===== src/design/welford_mean_ci_tracker_unit_assert.svh =====
// Assertion macros used by the tracker controller.
`ifndef WELFORD_MEAN_CI_TRACKER_UNIT_ASSERT_SVH
`define WELFORD_MEAN_CI_TRACKER_UNIT_ASSERT_SVH
`ifndef SYNTHESIS
// Same-cycle implication.
`define WMCT_ASSERT_IMP(label, clk, rst_n, ante, cons) \
    label: assert property (@(posedge clk) disable iff (!rst_n) (ante) |-> (cons)) \
        else $error("wmct assertion failed");
// Next-cycle implication.
`define WMCT_ASSERT_NXT(label, clk, rst_n, ante, cons) \
    label: assert property (@(posedge clk) disable iff (!rst_n) (ante) |=> (cons)) \
        else $error("wmct assertion failed");
`else
`define WMCT_ASSERT_IMP(label, clk, rst_n, ante, cons)
`define WMCT_ASSERT_NXT(label, clk, rst_n, ante, cons)
`endif
`endif


===== src/design/wmct_pkg.sv =====
`default_nettype none
package wmct_pkg;

    localparam int COUNT_WIDTH = 32;
    localparam int MIN_SAMPLES = 30;
    localparam int DIV_W       = 80;
    localparam int DIV_CNT_W   = 7;

    // Divider operand selection.
    localparam logic [1:0] DIV_MEAN = 2'd0;
    localparam logic [1:0] DIV_VAR  = 2'd1;
    localparam logic [1:0] DIV_HW   = 2'd2;

    // Configuration register indexes.
    localparam logic REG_QUANTILE  = 1'b0;
    localparam logic REG_STABILITY = 1'b1;

    typedef struct packed {
        logic       capture;
        logic       div_go;
        logic [1:0] div_sel;
        logic       mean_upd;
        logic       mul_en;
        logic [1:0] mul_step;
        logic       m2_upd;
        logic       var_upd;
        logic       sqrt_go;
        logic       scale;
        logic       out_ld;
    } t_cmd;

    typedef struct packed {
        logic div_done;
        logic sqrt_done;
        logic n_ge2;
    } t_sts;

endpackage
`default_nettype wire


===== src/design/wmct_ctrl.sv =====
`default_nettype none
`include "welford_mean_ci_tracker_unit_assert.svh"
module wmct_ctrl
    import wmct_pkg::*;
(
    input  wire logic i_clk,
    input  wire logic i_rst_n,
    input  wire logic i_in_valid,
    input  wire logic i_out_stall,
    input  wire t_sts i_sts,
    output t_cmd      o_cmd,
    output logic      o_in_stall,
    output logic      o_out_valid
);

    localparam logic [3:0] ST_IDLE  = 4'd0;
    localparam logic [3:0] ST_DMGO  = 4'd1;
    localparam logic [3:0] ST_DMWT  = 4'd2;
    localparam logic [3:0] ST_MUL   = 4'd3;
    localparam logic [3:0] ST_M2    = 4'd4;
    localparam logic [3:0] ST_DVGO  = 4'd5;
    localparam logic [3:0] ST_DVWT  = 4'd6;
    localparam logic [3:0] ST_DHGO  = 4'd7;
    localparam logic [3:0] ST_DHWT  = 4'd8;
    localparam logic [3:0] ST_SQWT  = 4'd9;
    localparam logic [3:0] ST_SCALE = 4'd10;
    localparam logic [3:0] ST_OUT   = 4'd11;

    logic [3:0] r_state, n_state;
    logic [1:0] r_step, n_step;
    logic       r_out_valid, n_out_valid;
    logic       w_out_free;

    assign w_out_free = !r_out_valid || !i_out_stall;

    // Sequencing of one sample through the datapath.
    always_comb begin
        n_state     = r_state;
        n_step      = r_step;
        n_out_valid = r_out_valid && i_out_stall;
        o_cmd       = '0;
        case (r_state)
            ST_IDLE: begin
                if (i_in_valid) begin
                    o_cmd.capture = 1'b1;
                    n_state       = ST_DMGO;
                end
            end
            ST_DMGO: begin
                o_cmd.div_go  = 1'b1;
                o_cmd.div_sel = DIV_MEAN;
                n_state       = ST_DMWT;
            end
            ST_DMWT: begin
                if (i_sts.div_done) begin
                    o_cmd.mean_upd = 1'b1;
                    n_step         = 2'd0;
                    n_state        = ST_MUL;
                end
            end
            ST_MUL: begin
                o_cmd.mul_en   = 1'b1;
                o_cmd.mul_step = r_step;
                n_step         = r_step + 2'd1;
                if (r_step == 2'd3) begin
                    n_state = ST_M2;
                end
            end
            ST_M2: begin
                o_cmd.m2_upd = 1'b1;
                n_state      = ST_DVGO;
            end
            ST_DVGO: begin
                if (i_sts.n_ge2) begin
                    o_cmd.div_go  = 1'b1;
                    o_cmd.div_sel = DIV_VAR;
                    n_state       = ST_DVWT;
                end else begin
                    n_state = ST_DHGO;
                end
            end
            ST_DVWT: begin
                if (i_sts.div_done) begin
                    o_cmd.var_upd = 1'b1;
                    n_state       = ST_DHGO;
                end
            end
            ST_DHGO: begin
                o_cmd.div_go  = 1'b1;
                o_cmd.div_sel = DIV_HW;
                n_state       = ST_DHWT;
            end
            ST_DHWT: begin
                if (i_sts.div_done) begin
                    o_cmd.sqrt_go = 1'b1;
                    n_state       = ST_SQWT;
                end
            end
            ST_SQWT: begin
                if (i_sts.sqrt_done) begin
                    n_state = ST_SCALE;
                end
            end
            ST_SCALE: begin
                o_cmd.scale = 1'b1;
                n_state     = ST_OUT;
            end
            ST_OUT: begin
                if (w_out_free) begin
                    o_cmd.out_ld = 1'b1;
                    n_out_valid  = 1'b1;
                    n_state      = ST_IDLE;
                end
            end
            default: begin
                n_state = ST_IDLE;
            end
        endcase
    end

    always_ff @(posedge i_clk) begin
        if (!i_rst_n) begin
            r_state     <= ST_IDLE;
            r_step      <= '0;
            r_out_valid <= 1'b0;
        end else begin
            r_state     <= n_state;
            r_step      <= n_step;
            r_out_valid <= n_out_valid;
        end
    end

    assign o_in_stall  = (r_state != ST_IDLE);
    assign o_out_valid = r_out_valid;

    // A captured sample always starts the mean division next.
    `WMCT_ASSERT_NXT(a_capture_to_div, i_clk, i_rst_n, o_cmd.capture, r_state == ST_DMGO)
    // The product takes exactly four steps before the M2 update.
    `WMCT_ASSERT_NXT(a_mul_to_m2, i_clk, i_rst_n,
        (r_state == ST_MUL) && (r_step == 2'd3), r_state == ST_M2)
    // A result is never loaded over one that is still stalled.
    `WMCT_ASSERT_IMP(a_no_overwrite, i_clk, i_rst_n, o_cmd.out_ld,
        !(r_out_valid && i_out_stall))

endmodule
`default_nettype wire

===== config.mk =====
export PLATFORM = sky130hd
export DESIGN_NAME = wmct_ctrl
export DESIGN_NICKNAME = d
export VERILOG_FILES = /design/src/design/wmct_pkg.sv /design/src/design/wmct_ctrl.sv
export VERILOG_INCLUDE_DIRS = /design/src /design/src/design
export SDC_FILE = /design/constraint.sdc
export NUM_CORES = 1
export LEC_CHECK = 0
export BUFFER_PORTS_ARGS = -buffer_cell sky130_fd_sc_hd__buf_2
export CAP_MARGIN = 20
export CORE_ASPECT_RATIO = 1.2
export CORE_MARGIN = 10
export CORE_UTILIZATION = 25
export DETAILED_ROUTE_END_ITERATION = 16
export PLACE_DENSITY = 0.56
export REMOVE_ABC_BUFFERS = 1
export SYNTH_ARGS = -nofsm -noshare
export SYNTH_HDL_FRONTEND = slang
export SYNTH_SLANG_ARGS = --single-unit
export TNS_END_PERCENT = 10

===== constraint.sdc =====
create_clock -name i_clk -period 1.3 [get_ports i_clk]
set_input_delay 0.13 -clock i_clk [delete_from_list [all_inputs] [get_ports i_clk]]
set_output_delay 0.13 -clock i_clk [all_outputs]
set_load 0.01 [all_outputs]

==> results by group, run 1 <==
Worst setup path
  • R2R depth: 4
  • Worst Setup Path Type: reg2out
  • Worst setup SP type: flip-flop
  • FF-to-FF End: r_state[0]
  • Critical path arrival: 1.25 ns
  • WP data required: 1.17 ns
  • R2R Setup Slk: -0.06 ns
  • RR Startpoint: r_state[0]
  • Crit path capture type: output port
  • Critical Path Fanout Max: 4

Power
  • LEAKAGE: 0.0004126 µW
  • Power per cell area: around 1200 mW/mm²
  • Tot Pwr: 1114 µW
  • Maximum VDD drop: 0.5003 mV

Drt
  • Met3 Wirelength: approximately 140 µm
  • Via/cell ratio: between 4 and 5
  • DR vias: 676
  • Avg WL per Cell: 13.37 µm
  • Metal1 wirelength: 819 µm
  • Final antenna-violating net count: 0
  • DRC viols: 0
  • DRT Wirelength: about 1.9 mm
  • Initial DRC count: 13
  • Top layer in use: met4
  • First-pass iteration count of the detailed router: 4
  • Met2 WL post-DR: 895 µm

GRT
  • Vias in the first global route: 718
  • Antenna violations before repair: 0
  • First-pass GRT wire length: between 3 and 4 mm
  • GRT overflow: 0
  • Largest net degree at the start of global routing: 10
  • Overall Global Routing Usage: around 8.5%

Finish
  • Cell area after layout: approximately 950 µm²
  • Core Util, Final: 45.65%
  • Area grow syn2layout: 71.82%
  • Fillers: 236
  • Antenna Diode Count: 0
  • Most common cell after layout, fill and taps aside: buf_2
  • Most frequent cells in the layout: buf_2, buf_4, nand2_1, buf_6
  • Final nets: 118
  • Final cell count without fillers: 139
  • Layout cells sized above 1: 57.80%

STA
  • Final Skew: 0.002589 ns
  • Worst Max-Slew Pin Slew: 0.2672 ns
  • Relative slew slack: 81.96%
  • Top achievable clock speed: ~0.72 GHz
  • RSZ-0062 raised after global routing: yes
  • Fin crit period: ~1.4 ns
  • Final hold vios: 0
  • # setup viols final: 11
  • Setup ws final: -0.08276 ns
  • Period utilization: 106.4%
  • Max-slew violation count: 0

Hold path
  • Hold Startpoint: i_out_stall
  • Worst hold path stage count: 3
  • Worst Hold End: o_out_valid
  • Type of the worst min-delay path: in2reg

Die
  • Initial core utilization: 26.57%
  • # rows: 18
  • Die X: 62.84 µm
  • Die Y: 71.41 µm
  • Ports: 22
  • Die footprint: 0.004487 mm²
  • Core Footprint: slightly above 0.002 mm²

Clock network
  • Clock Pin Slew Worst Setup and Hold Paths: roughly 0.060 ns
  • H-tree depth: 1
  • CTS Sinks: 7
  • Post-CTS Hold Fix Bufs: 0
  • Root buf cell: clkbuf_4
  • TritonCTS clock tree: built
  • Clock Latency Late Sink: 0.25 ns
  • CTS Buffer Depth: 2
  • Num CTS Buffers: 3

Synth
  • Synth area leader: dfxtp_1
  • Seq/Total Area, Yosys: 25.45%
  • Synth Cell Area: 550.5 µm²
  • Synth area leaders: dfxtp_1, mux2i_1, nor3_1, nand2_1, nand3b_1
  • Synth Instances: 73
  • Synth Register Bits: 7
  • Yosys top cell area share: 25.45%
  • Synth Warn #: 0
  • Syn Area/Cell: 7.541 µm²
  • Synth unique cells: 30

Placement
  • Hpwl dp: roughly 1.4 mm
  • PortBufs: 21
  • Dpl cell area: 764.5 µm²
  • Cells after DPL: 132
  • Gp weighted congestion: 0.7579

Outcome
  • Failing checks: setup timing
  • Status: complete, but fails checks

Run
  • Max Cap Viol: 0
## synthesized netlist by cell type (all sizes together)
cell type	n
nor4b	1
clkbuf	2
nand4b	1
nand2b	2
ha	1
a31oi	1
nor3b	3
dfxtp	7
nor2	6
and3	2
nand2	8
nor2b	2
o211ai	1
o41ai	1
nand3b	3
or3	1
inv	2
a211oi	1
a21boi	2
o22ai	1
nor3	7
buf	4
o31ai	1
nand4bb	1
a21oi	4
mux2i	4
o21ai	2
and2	2
## worst max path at each step
stage	to	slack, ns	from
2_1_floorplan	r_state[0]	-0.11	r_state[0]
3_3_place_gp	r_state[0]	-0.05	r_state[0]
3_5_place_dp	r_state[0]	-0.05	r_state[3]
4_1_cts	o_cmd[8]	-0.07	r_state[0]
5_1_grt	o_cmd[8]	-0.16	r_state[0]
6_report	o_cmd[8]	-0.08	r_state[0]
## kinds of logic (layout without fill, tap and decap cells)
group	count (synthesis)	after routing	synth area share, %
multiplexers	4	4	7.273
flip-flops	7	7	25.45
AO/OA/AOI/OAI	14	14	17.05
AND/OR/NAND/NOR	39	39	40.45
buffers and inverters	8	44	7.500
adder cells (fa/ha/maj)	1	1	2.272
## registers in the layout (all words and copies together) (netlist names)
| name | cells |
|---|---|
| r_step | 2 |
| r_state | 4 |
| o_out_valid | 1 |
## what timing repair did
item	CTS	global route
setup endpoints to repair	15	16
cloned	0	0
setup buffers	5	0
resized for setup	25	6
pin swaps	6	1
## where the power goes
part           internal [µW]  switching [µW]
Combinational            337             281
Sequential               246            49.2
Clock                    117            83.8
Total                    700             414
## critical path: stages, from the launching register on
cell	delay [ns]
dfxtp_2	0.35
buf_6	0.14
nand3b_1	0.19
nor3_2	0.16
buf_2	0.17
## layout make-up
type | count | area [µm²] | share of cell area, %
repair buffers | 38 | 270.3 | 28.57
inverters | 2 | 7.507 | 0.7937
multi-input cells | 58 | 451.7 | 47.75
well taps | 30 | 37.54 | 3.968
clock buffers | 4 | 26.28 | 2.778
flip-flops and latches | 7 | 152.6 | 16.14
## layer usage
metal	vias to the layer above	global-route usage, %
met3	2	3.421
met5	-	0
met4	0	4.229
met1	318	9.059
li1	335	-
met2	21	14.27
## metrics by stage
| stage | hold WS, ns | setup TNS, ns | setup slack, ns |
|---|---|---|---|
| finish | 0.1801 | -0.5117 | -0.08276 |
| global route | 0.1895 | -1.522 | -0.1619 |
| CTS | 0.1733 | -0.4858 | -0.07087 |
| detailed placement | 0.4403 | -0.09722 | -0.04990 |
| global placement | 0.4400 | -0.09611 | -0.05023 |
| floorplan | 0.2553 | -0.2633 | -0.1095 |
Power figures use the tool's default switching activity.
==> inputs of run 2 (changes only) <==
--- a/config.mk
+++ b/config.mk
@@ -6,13 +6,13 @@
 export SDC_FILE = /design/constraint.sdc
 export NUM_CORES = 1
 export LEC_CHECK = 0
-export BUFFER_PORTS_ARGS = -buffer_cell sky130_fd_sc_hd__buf_2
 export CAP_MARGIN = 20
 export CORE_ASPECT_RATIO = 1.2
 export CORE_MARGIN = 10
 export CORE_UTILIZATION = 25
 export DETAILED_ROUTE_END_ITERATION = 16
-export PLACE_DENSITY = 0.56
+export DONT_BUFFER_PORTS = 1
+export PLACE_DENSITY = 0.48
 export REMOVE_ABC_BUFFERS = 1
 export SYNTH_ARGS = -nofsm -noshare
 export SYNTH_HDL_FRONTEND = slang
==> run 2 against run 1 <==
The flow still finishes with violations (setup timing). Count of clock-buffer cells in the layout is the same. Die area is the same. Largest cell class unchanged. Critical endpoint unchanged. First-iteration DRC count grew 77%. Combinational power shrank 3%. Sequential cell count is the same.
==> results by group, run 2 (synthesis gave the netlist of run 1 again) <==
Worst setup path
  • Crit path capture type: output port
  • WP data required: between 1 and 1.5 ns
  • Worst Setup Path Type: reg2out
  • R2R depth: 4
  • Critical Path Fanout Max: 6
  • Worst setup SP type: flip-flop
  • Critical path arrival: 1.23 ns

Power
  • Net Sw Power: 410.8 µW
  • Power per cell area: 1240 mW/mm²
  • Maximum VDD drop: 0.4308 mV
  • Clk pwr share: 18.9%
  • LEAKAGE: 0.0003330 µW
  • Comb power frac: a little over half
  • P_int: 687.6 µW
  • Switching portion of total power: 37.40%
  • Seq pwr share: a little over a quarter
  • Tot Pwr: 1098 µW

Drt
  • Initial DRC count: 23
  • Via/cell ratio: 5.160
  • DRT Wirelength: 1.887 mm
  • Avg WL per Cell: around 15 µm
  • DRC viols: 0
  • DR vias: 645
  • Final antenna-violating net count: 0
  • First-pass iteration count of the detailed router: 4

Clock network
  • Num CTS Buffers: 3
  • Clock Pin Slew Worst Setup and Hold Paths: 0.06 ns
  • H-tree depth: 1
  • CTS Buffer Depth: 2
  • Root buf cell: clkbuf_4
  • TritonCTS clock tree: built
  • Clock Latency Late Sink: 0.26 ns
  • CTS Sinks: 7

Outcome
  • Failing checks: setup timing
  • Status: complete, but fails checks

Die
  • Initial core utilization: 26.57%
  • Core Footprint: 0.002072 mm²
  • Die X: 62.84 µm
  • Die footprint: 0.004487 mm²
  • Die Y: 71.41 µm
  • Ports: 22
  • # rows: 18

STA
  • RSZ-0062 raised after global routing: yes
  • Period utilization: 104.8%
  • Worst Max-Slew Pin Slew: 0.3059 ns
  • Max-slew violation count: 0
  • Final hold vios: 0
  • Final Skew: between 0.002 and 0.0025 ns
  • Top achievable clock speed: 0.7337 GHz
  • Fin crit period: ~1.4 ns
  • Relative slew slack: 79.34%
  • # setup viols final: 9
  • Setup ws final: -0.06299 ns

Finish
  • Most common cell after layout, fill and taps aside: buf_4
  • Max reg flops: 4
  • Area grow syn2layout: 60.91%
  • Layout cells sized above 1: 50.53%
  • Most frequent cells in the layout: buf_4, nand2_1, nor3_1, mux2i_1, buf_6
  • Core Util, Final: 42.75%
  • Antenna Diode Count: 0
  • Largest Register: r_state
  • Final nets: between 100 and 150
  • Final cell count without fillers: about 130

GRT
  • First-pass GRT wire length: 3.125 mm
  • Largest net degree at the start of global routing: 11
  • Vias in the first global route: 653
  • GRT overflow: 0
  • Overall Global Routing Usage: under 10%
  • Antenna violations before repair: 0

Placement
  • PortBufs: 0
  • Cells after DPL: roughly 110
  • Hpwl dp: between 1 and 1.5 mm
  • Gp weighted congestion: 0.7454

Hold path
  • Worst hold path stage count: 1
  • Type of the worst min-delay path: in2reg

Run
  • Max Cap Viol: 0
run 2: critical path, stage by stage, from the launching register on:
cell      delay (ns)
dfxtp_2         0.34
buf_6           0.13
nand3b_1        0.19
nor3_2          0.16
buf_4           0.15
run 2: per-stage QoR:
step                      TNS [ns]  area [µm²]  hold slack [ns]  setup slack [ns]
final                      -0.2627       885.9          0.01242          -0.06299
after global routing        -1.121       885.9         0.005162           -0.1500
after CTS                  -0.3070       834.6        0.0002511           -0.1116
after detailed placement   -0.1638       681.9           0.2717          -0.08844
after global placement     -0.1110       681.9           0.2663          -0.05002
after floorplan            -0.2633       516.7           0.2553           -0.1095
run 2: final cells by class:
| cell class | instances | area [µm²] |
|---|---|---|
| well taps | 30 | 37.54 |
| repair buffers | 24 | 197.7 |
| multi-input cells | 58 | 461.7 |
| fillers | 214 | 1186 |
| inverters | 2 | 10.01 |
| flip-flops and latches | 7 | 152.6 |
| clock buffers | 4 | 26.28 |
run 2: worst paths after layout:
kind                   start         end  slack, ns
setup / recovery  r_state[0]    o_cmd[8]      -0.06
hold / removal       i_rst_n   r_step[0]       0.01
setup reg to reg  r_state[3]  r_state[0]      -0.04
hold reg to reg    r_step[1]   r_step[1]       0.51
run 2: power groups by stage:
| stage | clock network, µW | logic [µW] | registers [µW] |
|---|---|---|---|
| CTS | 217 | 542 | 293 |
| finish | 208 | 602 | 289 |
| detailed placement | 0 | 430 | 282 |
| global placement | 0 | 423 | 283 |
| floorplan | 0 | 208 | 319 |
| global route | 229 | 659 | 294 |
run 2: repair_timing:
item | CTS | global route
gates resized for setup | 24 | 7
setup endpoints to repair | 17 | 18
hold buffers | 1 | 1
buffers inserted | 2 | 2
pin swaps | 4 | 3
hold endpoints to repair | 1 | 1
gates cloned | 1 | 0
run 2: per-layer routing:
metal  share of wire (%)  vias to the layer above  wire (µm)  GRT usage (%)
met3                 6.5                        8        123          3.733
met1                  40                      304        746          8.811
met2                  51                       26        963          14.50
li1                    -                      307          -              -
met4                 2.9                        0         54          4.975
met5                   0                        -          0              0
==> inputs of run 3 (changes only) <==
==> constraint.sdc (replaced) <==
create_clock -name i_clk -period 1.2 [get_ports i_clk]
set_input_delay 0.12 -clock i_clk [delete_from_list [all_inputs] [get_ports i_clk]]
set_output_delay 0.12 -clock i_clk [all_outputs]
set_load 0.01 [all_outputs]
==> run 3 against run 2 <==
The run still ends with setup timing left. Clock power is 10% higher. Count of clock-buffer cells in the layout stayed put. Total power is 7.0% higher. Sequential cell count stayed put. Die area stayed put. Largest cell class unchanged.
==> results by group, run 3 (synthesis gave the netlist of run 1 again) <==
GRT
  • Overall Global Routing Usage: 8.431%
  • GRT overflow: 0
  • Antenna violations before repair: 0
  • Vias in the first global route: 648
  • First-pass GRT wire length: just over 3 mm
  • Largest net degree at the start of global routing: 10

Finish
  • Sequential Area: approximately 150 µm²
  • Max reg flops: 4
  • Most frequent cells in the layout: buf_4, nand2_1, buf_6, mux2i_1, nor3_1
  • Final cell count without fillers: 129
  • Fillers: 210
  • Largest Register: r_state
  • Most common cell after layout, fill and taps aside: buf_4
  • Antenna Diode Count: 0
  • Area of the multi-input gates: between 400 and 500 µm²
  • Area grow syn2layout: 70.45%
  • Layout cells sized above 1: 56.57%
  • Final nets: 108

Drt
  • DRT Wirelength: around 2.0 mm
  • Avg WL per Cell: 15.16 µm
  • DR vias: 645
  • DRC viols: 0
  • Final antenna-violating net count: 0
  • Via/cell ratio: 5.000
  • Initial DRC count: 25
  • First-pass iteration count of the detailed router: 4

Worst setup path
  • Critical Path Fanout Max: 5
  • WP data required: between 1 and 1.5 ns
  • Crit path capture type: output port
  • Worst Setup Path Type: reg2out
  • Critical path arrival: 1.25 ns
  • Worst setup SP type: flip-flop

Clock network
  • CTS Sinks: 7
  • Clock Pin Slew Worst Setup and Hold Paths: 0.06 ns
  • Clock Latency Late Sink: between 0.2 and 0.3 ns
  • H-tree depth: 1
  • CTS Buffer Depth: 2
  • TritonCTS clock tree: built
  • Num CTS Buffers: 3
  • Root buf cell: clkbuf_4

STA
  • Final hold vios: 0
  • Top achievable clock speed: 0.7323 GHz
  • Relative slew slack: 73.75%
  • # setup viols final: 17
  • Setup ws final: -0.1655 ns
  • Max-slew violation count: 0
  • Period utilization: 113.8%
  • Fin crit period: 1.365 ns
  • Final Skew: 0.004721 ns
  • Worst Max-Slew Pin Slew: around 0.4 ns
  • RSZ-0062 raised after global routing: yes

Die
  • Die X: roughly 63 µm
  • Die Y: between 70 and 80 µm
  • Die footprint: 0.004487 mm²
  • # rows: 18
  • Core Footprint: 0.002072 mm²
  • Ports: 22
  • Initial core utilization: between 20% and 30%

Placement
  • Placement Setup Slack: -0.08872 ns
  • Gp weighted congestion: between 0.7 and 0.8
  • Cells after DPL: 121
  • Hpwl dp: 1.359 mm
  • PortBufs: 0

Power
  • Net Sw Power: between 400 and 500 µW
  • Switching portion of total power: a little under two fifths
  • LEAKAGE: 0.0003611 µW
  • Power per cell area: 1252 mW/mm²
  • P_int: between 700 and 800 µW
  • Comb power frac: 53.7%
  • Seq pwr share: 26.9%
  • Clk pwr share: between 10% and 20%
  • Maximum VDD drop: 0.5249 mV
  • Tot Pwr: 1175 µW

Outcome
  • Status: complete, but fails checks
  • Failing checks: setup timing

Run
  • Max Cap Viol: 0

Hold path
  • Type of the worst min-delay path: in2reg
## run 3: cell count changes in the layout (fill, tap and decap cells not counted), sizes merged
cell	change
buf	+5
dlygate4sd3	-1
## run 3: worst paths after layout
kind | slack (ns) | start | cells after the start | to
worst max-delay path | -0.17 | r_state[3] | 5 | o_cmd[4]
worst min-delay path | 0.01 | i_rst_n | 2 | r_state[1]
worst max register to register | -0.08 | r_state[3] | 6 | r_state[0]
worst min register to register | 0.51 | r_step[1] | 2 | r_step[1]
## run 3: final cells by class
type / instances / area share [%]
inverter: 2 / 1.067
clock buffer: 4 / 2.800
timing repair buffer: 28 / 25.47
sequential: 7 / 16.00
tap: 30 / 4.000
multi-input combinational: 58 / 50.67
## run 3: repair_timing
action | 4_1_cts | 5_1_grt
pin swaps | 5 | 0
resized for setup | 29 | 8
setup endpoints to repair | 17 | 19
hold buffers | 1 | 0
setup buffers | 3 | 0
hold endpoints to repair | 3 | 0
## run 3: routing by layer
| layer | track usage, % | vias to the layer above | share of wire (%) |
|---|---|---|---|
| met2 | 14.38 | 16 | 52 |
| met3 | 2.799 | 2 | 4.9 |
| li1 | - | 312 | - |
| met4 | 3.731 | 0 | 0.72 |
| met5 | 0 | - | 0 |
| met1 | 9.347 | 315 | 42 |
## run 3: power by group through the flow
stage	clock [µW]	sequential, µW	combinational [µW]
floorplan	0	346	226
global placement	0	301	484
detailed placement	0	304	487
CTS	229	314	610
global route	246	321	691
finish	229	316	631
## run 3: worst max-delay path, stage by stage, from the launching register on
cell	delay, ns
dfxtp_2	0.34
buf_6	0.13
nand2b_4	0.17
buf_6	0.12
nor3_2	0.09
buf_4	0.14
## run 3: metrics by stage
step / instance area, µm² / hold WS, ns / setup TNS (ns) / utilization [%]
3_3_place_gp: 734.5 / 0.2531 / -0.2155 / 35.45
6_report: 938.4 / 0.01083 / -1.771 / 45.29
4_1_cts: 909.6 / 0.006710 / -1.606 / 43.90
2_1_floorplan: 516.7 / 0.2453 / -0.7543 / -
3_5_place_dp: 734.5 / 0.2593 / -0.2699 / 35.45
5_1_grt: 938.4 / 0.004098 / -2.554 / 45.29
